===== src/hdl/knt_pkg.sv =====
package knt_pkg;

   localparam logic [1:0] MODE_LOOKUP = 2'd0;
   localparam logic [1:0] MODE_ADD    = 2'd1;
   localparam logic [1:0] MODE_REMOVE = 2'd2;

   localparam logic [1:0] ST_DONE      = 2'd0;
   localparam logic [1:0] ST_NOT_FOUND = 2'd1;
   localparam logic [1:0] ST_FULL      = 2'd2;
   localparam logic [1:0] ST_KEY_ZERO  = 2'd3;

   typedef struct packed {
      logic [1:0]  mode;
      logic [14:0] kind_key;
      logic [15:0] note_handle;
   } req_type;

   typedef struct packed {
      logic [1:0]  status;
      logic        found;
      logic [5:0]  slot;
      logic [15:0] handle_out;
      logic [6:0]  count_out;
   } rsp_type;

   typedef struct packed {
      logic [14:0] key;
      logic [15:0] handle;
   } entry_type;

endpackage


===== src/hdl/knt_mem.sv =====
module knt_mem #(
   parameter int DEPTH  = 64,
   parameter int ADDR_W = 6
) (
   input  logic                clock,
   input  logic                wr_en,
   input  logic [ADDR_W-1:0]   wr_addr,
   input  knt_pkg::entry_type  wr_data,
   input  logic                rd_en,
   input  logic [ADDR_W-1:0]   rd_addr,
   output knt_pkg::entry_type  rd_data
);
   import knt_pkg::*;

   entry_type mem [DEPTH];
   entry_type rd_data_ff;

   always_ff @(posedge clock) begin
      if (wr_en) begin
         mem[wr_addr] <= wr_data;
      end
   end

   always_ff @(posedge clock) begin
      if (rd_en) begin
         rd_data_ff <= mem[rd_addr];
      end
   end

   assign rd_data = rd_data_ff;

endmodule


===== src/hdl/keyed_note_table_top.sv =====
// Packed key/handle table in one memory with a registered read port and a
// separate write port. A request walks the used entries one per cycle in
// slot order; a remove of the entry at slot p then moves the later entries
// down one per cycle. A remove stops its search at p and only walks the
// entries above it, and the search and the compaction share the single
// read port. The next request is taken once the result is in the output
// register.
module keyed_note_table_top #(
   parameter int TABLE_DEPTH = 64
) (
   input  logic             clock,
   input  logic             reset,
   input  logic             req_valid,
   output logic             req_stall,
   input  knt_pkg::req_type req_data,
   output logic             rsp_valid,
   input  logic             rsp_stall,
   output knt_pkg::rsp_type rsp_data
);
   import knt_pkg::*;

   localparam int CNT_W = $clog2(TABLE_DEPTH + 1);
   localparam int IDX_W = (TABLE_DEPTH > 1) ? $clog2(TABLE_DEPTH) : 1;
   localparam logic [CNT_W-1:0] FULL_COUNT = CNT_W'(TABLE_DEPTH);

   typedef enum logic [2:0] {
      S_IDLE,
      S_SEARCH,
      S_ACT,
      S_SHIFT,
      S_DONE
   } state_type;

   state_type        state_ff, state_in;
   req_type          req_ff, req_in;
   logic [CNT_W-1:0] scan_ff, scan_in;
   logic             rd_pend_ff, rd_pend_in;
   logic [CNT_W-1:0] rd_idx_ff, rd_idx_in;
   logic             found_ff, found_in;
   logic [CNT_W-1:0] pos_ff, pos_in;
   logic [15:0]      hout_ff, hout_in;
   logic [CNT_W-1:0] count_ff, count_in;
   rsp_type          res_ff, res_in;
   logic             rsp_valid_ff, rsp_valid_in;
   rsp_type          rsp_ff, rsp_in;

   logic             mem_wr_en;
   logic [IDX_W-1:0] mem_wr_addr;
   entry_type        mem_wr_data;
   logic             mem_rd_en;
   logic [IDX_W-1:0] mem_rd_addr;
   entry_type        mem_rd_data;

   logic             req_beat;
   logic             is_remove;
   logic             is_add;
   logic             issue;
   logic             hit;

   knt_mem #(
      .DEPTH  (TABLE_DEPTH),
      .ADDR_W (IDX_W)
   ) u_mem (
      .clock   (clock),
      .wr_en   (mem_wr_en),
      .wr_addr (mem_wr_addr),
      .wr_data (mem_wr_data),
      .rd_en   (mem_rd_en),
      .rd_addr (mem_rd_addr),
      .rd_data (mem_rd_data)
   );

   assign req_stall = (state_ff != S_IDLE);
   assign req_beat  = req_valid && !req_stall;
   assign rsp_valid = rsp_valid_ff;
   assign rsp_data  = rsp_ff;

   assign is_remove = (req_ff.mode == MODE_REMOVE) ||
                      ((req_ff.mode == MODE_ADD) && (req_ff.note_handle == 16'd0));
   assign is_add    = (req_ff.mode == MODE_ADD) && (req_ff.note_handle != 16'd0);
   assign issue     = (scan_ff < count_ff);
   assign hit       = rd_pend_ff && (mem_rd_data.key == req_ff.kind_key);

   always_comb begin
      state_in     = state_ff;
      req_in       = req_ff;
      scan_in      = scan_ff;
      rd_pend_in   = rd_pend_ff;
      rd_idx_in    = rd_idx_ff;
      found_in     = found_ff;
      pos_in       = pos_ff;
      hout_in      = hout_ff;
      count_in     = count_ff;
      res_in       = res_ff;
      rsp_valid_in = rsp_valid_ff;
      rsp_in       = rsp_ff;

      mem_wr_en    = 1'b0;
      mem_wr_addr  = pos_ff[IDX_W-1:0];
      mem_wr_data  = '{key: req_ff.kind_key, handle: req_ff.note_handle};
      mem_rd_en    = 1'b0;
      mem_rd_addr  = scan_ff[IDX_W-1:0];

      if (rsp_valid_ff && !rsp_stall) begin
         rsp_valid_in = 1'b0;
      end

      case (state_ff)
         S_IDLE: begin
            if (req_beat) begin
               req_in     = req_data;
               scan_in    = '0;
               rd_pend_in = 1'b0;
               found_in   = 1'b0;
               pos_in     = '0;
               hout_in    = '0;
               res_in     = '0;
               if ((req_data.mode == MODE_ADD) && (req_data.kind_key == 15'd0)) begin
                  res_in.status = ST_KEY_ZERO;
                  state_in      = S_DONE;
               end else begin
                  state_in = S_SEARCH;
               end
            end
         end
         S_SEARCH: begin
            mem_rd_en  = issue;
            rd_pend_in = issue;
            rd_idx_in  = scan_ff;
            if (issue) begin
               scan_in = scan_ff + 1'b1;
            end
            if (hit) begin
               found_in = 1'b1;
               pos_in   = rd_idx_ff;
               hout_in  = mem_rd_data.handle;
               state_in = S_ACT;
            end else if (!issue && !rd_pend_ff) begin
               state_in = S_ACT;
            end
         end
         S_ACT: begin
            res_in.found = found_ff;
            state_in     = S_DONE;
            if (is_remove) begin
               if (found_ff) begin
                  res_in.slot = 6'(pos_ff);
                  scan_in     = pos_ff + 1'b1;
                  rd_pend_in  = 1'b0;
                  state_in    = S_SHIFT;
               end else begin
                  res_in.status = ST_NOT_FOUND;
               end
            end else if (is_add) begin
               if (found_ff) begin
                  mem_wr_en   = 1'b1;
                  res_in.slot = 6'(pos_ff);
               end else if (count_ff >= FULL_COUNT) begin
                  res_in.status = ST_FULL;
               end else begin
                  mem_wr_en   = 1'b1;
                  mem_wr_addr = count_ff[IDX_W-1:0];
                  res_in.slot = 6'(count_ff);
                  count_in    = count_ff + 1'b1;
               end
            end else begin
               if (found_ff) begin
                  res_in.slot       = 6'(pos_ff);
                  res_in.handle_out = hout_ff;
               end else begin
                  res_in.status = ST_NOT_FOUND;
               end
            end
         end
         S_SHIFT: begin
            mem_rd_en  = issue;
            rd_pend_in = issue;
            rd_idx_in  = scan_ff;
            if (issue) begin
               scan_in = scan_ff + 1'b1;
            end
            if (rd_pend_ff) begin
               mem_wr_en   = 1'b1;
               mem_wr_addr = IDX_W'(rd_idx_ff - 1'b1);
               mem_wr_data = mem_rd_data;
            end
            if (!issue && !rd_pend_ff) begin
               count_in = count_ff - 1'b1;
               state_in = S_DONE;
            end
         end
         S_DONE: begin
            if (!rsp_valid_ff || !rsp_stall) begin
               rsp_in           = res_ff;
               rsp_in.count_out = 7'(count_ff);
               rsp_valid_in     = 1'b1;
               state_in         = S_IDLE;
            end
         end
         default: begin
            state_in = S_IDLE;
         end
      endcase
   end

   always_ff @(posedge clock) begin
      if (reset) begin
         state_ff     <= S_IDLE;
         rd_pend_ff   <= 1'b0;
         count_ff     <= '0;
         rsp_valid_ff <= 1'b0;
      end else begin
         state_ff     <= state_in;
         rd_pend_ff   <= rd_pend_in;
         count_ff     <= count_in;
         rsp_valid_ff <= rsp_valid_in;
      end
      req_ff    <= req_in;
      scan_ff   <= scan_in;
      rd_idx_ff <= rd_idx_in;
      found_ff  <= found_in;
      pos_ff    <= pos_in;
      hout_ff   <= hout_in;
      res_ff    <= res_in;
      rsp_ff    <= rsp_in;
   end

`ifndef SYNTHESIS
   a_count_bound: assert property (@(posedge clock) disable iff (reset)
      count_ff <= FULL_COUNT)
      else $error("entry count above table depth");

   a_write_state: assert property (@(posedge clock) disable iff (reset)
      mem_wr_en |-> (state_ff == S_ACT) || (state_ff == S_SHIFT))
      else $error("memory write outside update states");

   a_full_count: assert property (@(posedge clock) disable iff (reset)
      (rsp_valid_ff && (rsp_ff.status == ST_FULL)) |-> rsp_ff.count_out == 7'(TABLE_DEPTH))
      else $error("table full reported below depth");

   a_key_zero: assert property (@(posedge clock) disable iff (reset)
      (rsp_valid_ff && (rsp_ff.status == ST_KEY_ZERO)) |-> !rsp_ff.found && rsp_ff.slot == 6'd0)
      else $error("rejected key reported as found");
`endif

endmodule


===== config.mk =====
export PLATFORM = sky130hd
export DESIGN_NAME = keyed_note_table_top
export DESIGN_NICKNAME = d
export VERILOG_FILES = /design/src/hdl/knt_pkg.sv /design/src/hdl/knt_mem.sv /design/src/hdl/keyed_note_table_top.sv
export SDC_FILE = /design/constraint.sdc
export NUM_CORES = 2
export LEC_CHECK = 0
export ABC_AREA = 1
export BUFFER_PORTS_ARGS = -buffer_cell sky130_fd_sc_hd__buf_2
export CORE_ASPECT_RATIO = 0.9
export CORE_UTILIZATION = 57
export CTS_CLUSTER_DIAMETER = 80
export CTS_CLUSTER_SIZE = 16
export DETAILED_ROUTE_END_ITERATION = 7
export PLACE_DENSITY = 0.76
export SYNTH_ARGS = -nofsm -noshare
export SYNTH_HDL_FRONTEND = slang
export SYNTH_SLANG_ARGS = --single-unit

===== constraint.sdc =====
create_clock -name clock -period 4 [get_ports clock]
set_clock_uncertainty 0.05 [all_clocks]
set_input_delay 0.8 -clock clock [delete_from_list [all_inputs] [get_ports clock]]
set_output_delay 0.8 -clock clock [all_outputs]
set_load 0.03 [all_outputs]

==> impl_metrics.json <==
{
  "worstSkewPairLatency_ns": 0.83,
  "port_buffers": 70,
  "async_reset_ff_frac": 0,
  "synth_flop_cell": "edfxtp_1",
  "hold_path.class": "in -> reg",
  "crit_fanout": 31,
  "whs_ns": 0.1043,
  "final_core_util": 0.6331,
  "powerDensity_nw_per_um2": 708.9,
  "path_clk_slew_ns": 0.07,
  "cts_resized": 0,
  "grt_pass1_wl_um": 352200,
  "arrival_ns": 3.70,
  "critical_path.cell_chain": "nor2_1 -> nand2_1 -> nor2_1 -> nand2_2 -> nand2_4 -> nand2_1 -> nand3_1 -> nand2_1 -> inv_2 -> nand3_1 -> nor2_4 -> buf_4",
  "violations": "max-capacitance violations",
  "fillers": 10690,
  "core_sq_um": 150300,
  "cts-buffers-inserted": 154,
  "die_area_sq_um": 153000,
  "drc": 0,
  "antenna_found_initial": 7,
  "status": "complete, but fails checks",
  "grt_use_met3": 0.06964,
  "nets": 7052,
  "clock_sinks": 2155,
  "area_growth_pct": 10.25,
  "fin_crit_sh": 0.8248,
  "ff_latch_area_sq_um": 64590,
  "rows": 135,
  "cpMostUsedCell": "nand2_1",
  "worst_pin_slew_ns": 1.482,
  "end_kind": "flip-flop",
  "grt_use_total": 0.3142,
  "cp.depth": 12,
  "wl_um": 242400,
  "synth-seq-area-share": 0.7482,
  "post_cts_buffers": 0,
  "h-tree-depth": 4,
  "power.leakage_nw": 32.16,
  "ctsHoldBuffers": 0,
  "finalHoldViolCount": 0,
  "fmax_mhz": 303.1,
  "initial_core_util": 0.5742,
  "synth_cell_types": 39,
  "critPathKind": "reg -> reg",
  "period_needed_ns": 3.299,
  "drv_cap": 2,
  "grt_max_degree": 109,
  "finalSetupViolations": 0,
  "use_met1": 0.4165,
  "avgSynthCellArea_sq_um": 12.37,
  "wl_per_cell_um": 26.89,
  "crit_family": "simple AND/OR/NAND/NOR gates",
  "drv_slew": 0,
  "drt_iter0_markers": 9010,
  "reg2reg_depth": 12,
  "ir_drop_uv": 768.2,
  "synth_edf_count": 2143,
  "netlist_area_sq_um": 86330,
  "first_pass_iters": 6,
  "ios": 71,
  "multi_input_area_sq_um": 19940,
  "place_hpwl_um": 137700,
  "synth_nets": 7030,
  "crit_buf_inv": 2,
  "rsz0062_at_grt": "no",
  "synth-seq-cells": 2155,
  "slowest_stage": "nand3_1",
  "slew_headroom": 0.008094,
  "antenna_left": 0,
  "grt_pass1_vias": 55800,
  "dr_total_vias": 58370,
  "hold_depth": 1,
  "cp-start-kind": "flip-flop",
  "place.gp.congestion": 0.9601,
  "synthCells": 6979,
  "cpPeakStageDelay_ns": 0.50,
  "critPathRequiredTime_ns": 4.40,
  "die_w_um": 412.2,
  "clockBufferDepth": 3,
  "viasPerCell": 6.477,
  "cts-root-buf": "clkbuf_16",
  "layout-drive-gt1-share": 0.08925,
  "cts_tree": "built",
  "grt_overflow": 0,
  "die_h_um": 371.2,
  "grt_use_met2": 0.4811,
  "busiest_layer": "met2",
  "yosysWarnings": 0
}
layer usage:
metal	vias up	share of wire
li1	25030	-
met1	28170	0.35
met2	4493	0.46
met3	665	0.13
met4	4	0.063
met5	-	0.00012
logic make-up (layout without fill, tap and decap cells):
kind of cell / count (synthesis) / in the layout / share of synthesized area
compound gates: 1594 / 1594 / 0.09983
mux: 1 / 1 / 0.0001160
xor+xnor: 5 / 5 / 0.0005073
other cells: 0 / 1 / 0
flops: 2155 / 2155 / 0.7482
simple gates: 2613 / 2613 / 0.1185
fa+ha+maj: 14 / 14 / 0.002116
buf+inv: 597 / 643 / 0.03071
per-stage QoR:
step / cells / instance area, sq um / setup WS (ns) / setup TNS, ns / power, mW
floorplan: 6979 / 86330 / -0.3235 / -595.45 / 42.97
global placement: 8830 / 90960 / 0.8316 / 0 / 51.89
detailed placement: 8830 / 90960 / 0.8090 / 0 / 52.56
CTS: 9010 / 95150 / 0.7477 / 0 / 66.69
global route: 9011 / 95170 / 0.5085 / 0 / 69.81
finish: 9012 / 95180 / 0.7010 / 0 / 67.47
cell type report:
type | count | share of cell area
antenna | 1 | 0.00002629
clock buffer | 165 | 0.04159
clock inverter | 15 | 0.002419
inverter | 147 | 0.006166
multi-input combinational | 4227 | 0.2095
sequential | 2155 | 0.6787
tap | 1986 | 0.02611
timing repair buffer | 316 | 0.03557
cell usage after synthesis, types with 6 or more instances:
cell | number | area share
a21oi_1 | 57 | 0.0033
buf_1 | 33 | 0.0014
buf_2 | 103 | 0.0060
buf_4 | 14 | 0.0012
buf_6 | 30 | 0.0039
clkbuf_1 | 270 | 0.012
dfxtp_1 | 12 | 0.0028
edfxtp_1 | 2143 | 0.75
ha_1 | 13 | 0.0019
inv_1 | 133 | 0.0058
inv_2 | 9 | 0.00039
nand2_1 | 1216 | 0.053
nand2_2 | 14 | 0.0010
nand3_1 | 254 | 0.015
nand4_1 | 6 | 0.00043
nor2_1 | 1111 | 0.048
o21ai_0 | 991 | 0.057
o21ai_1 | 55 | 0.0032
o22ai_1 | 478 | 0.035
power by group:
part | switching (mW) | internal, mW | leakage, nW
clock network | 7.36 | 7.07 | 2.05
registers | 0.443 | 27.0 | 19.4
logic | 19.0 | 6.51 | 10.7
total | 26.9 | 40.6 | 32.2
worst reg2reg max path, stage by stage (launching register included):
cell and delay [ns]:
edfxtp_1 0.40, nor2_1 0.14, nand2_1 0.06, nor2_1 0.23, nand2_2 0.15, nand2_4 0.17
nand2_1 0.07, nand3_1 0.09, nand2_1 0.16, inv_2 0.13, nand3_1 0.50, nor2_4 0.25
buf_4 0.50
sequential cells by signal (all words and copies together) (netlist names), 3 cells and up:
| register | count |
|---|---|
| rd_idx_ff | 7 |
| state_ff | 3 |
| scan_ff | 7 |
| pos_ff | 7 |
| u_mem.rd_data | 31 |
| u_mem.mem | 1984 |
| rsp_data | 32 |
| req_ff | 33 |
| res_ff | 25 |
| hout_ff | 16 |
| count_ff | 7 |
placed cells by master, fill, tap and decap left out, types with 8 or more instances in the layout:
cell type  count
dfxtp_1       12
o21ai_4       30
o22ai_1      478
o21ai_0      961
nand3_1      254
inv_2          8
clkbuf_1       8
nor2_1      1043
nand2_2       14
clkbuf_16    157
buf_4        151
a21oi_1       56
edfxtp_1    2143
buf_12        95
ha_1          13
inv_1        133
o21ai_1       55
buf_2         70
nand2_1     1215
nor2_4        67
path summary, 6_finish.rpt:
check                      startpoint                          end  slack [ns]
max               req_ff[4]$_DFFE_PP_  u_mem.mem[21][13]$_DFFE_PP_        0.70
min reg2reg  res_ff[18]$_SDFFCE_PN0P_       rsp_data[18]$_DFFE_PP_        0.37
max reg2reg       req_ff[4]$_DFFE_PP_  u_mem.mem[21][13]$_DFFE_PP_        0.70
min                       req_data[1]          req_ff[1]$_DFFE_PP_        0.10
(Power assumes the default switching activity.)
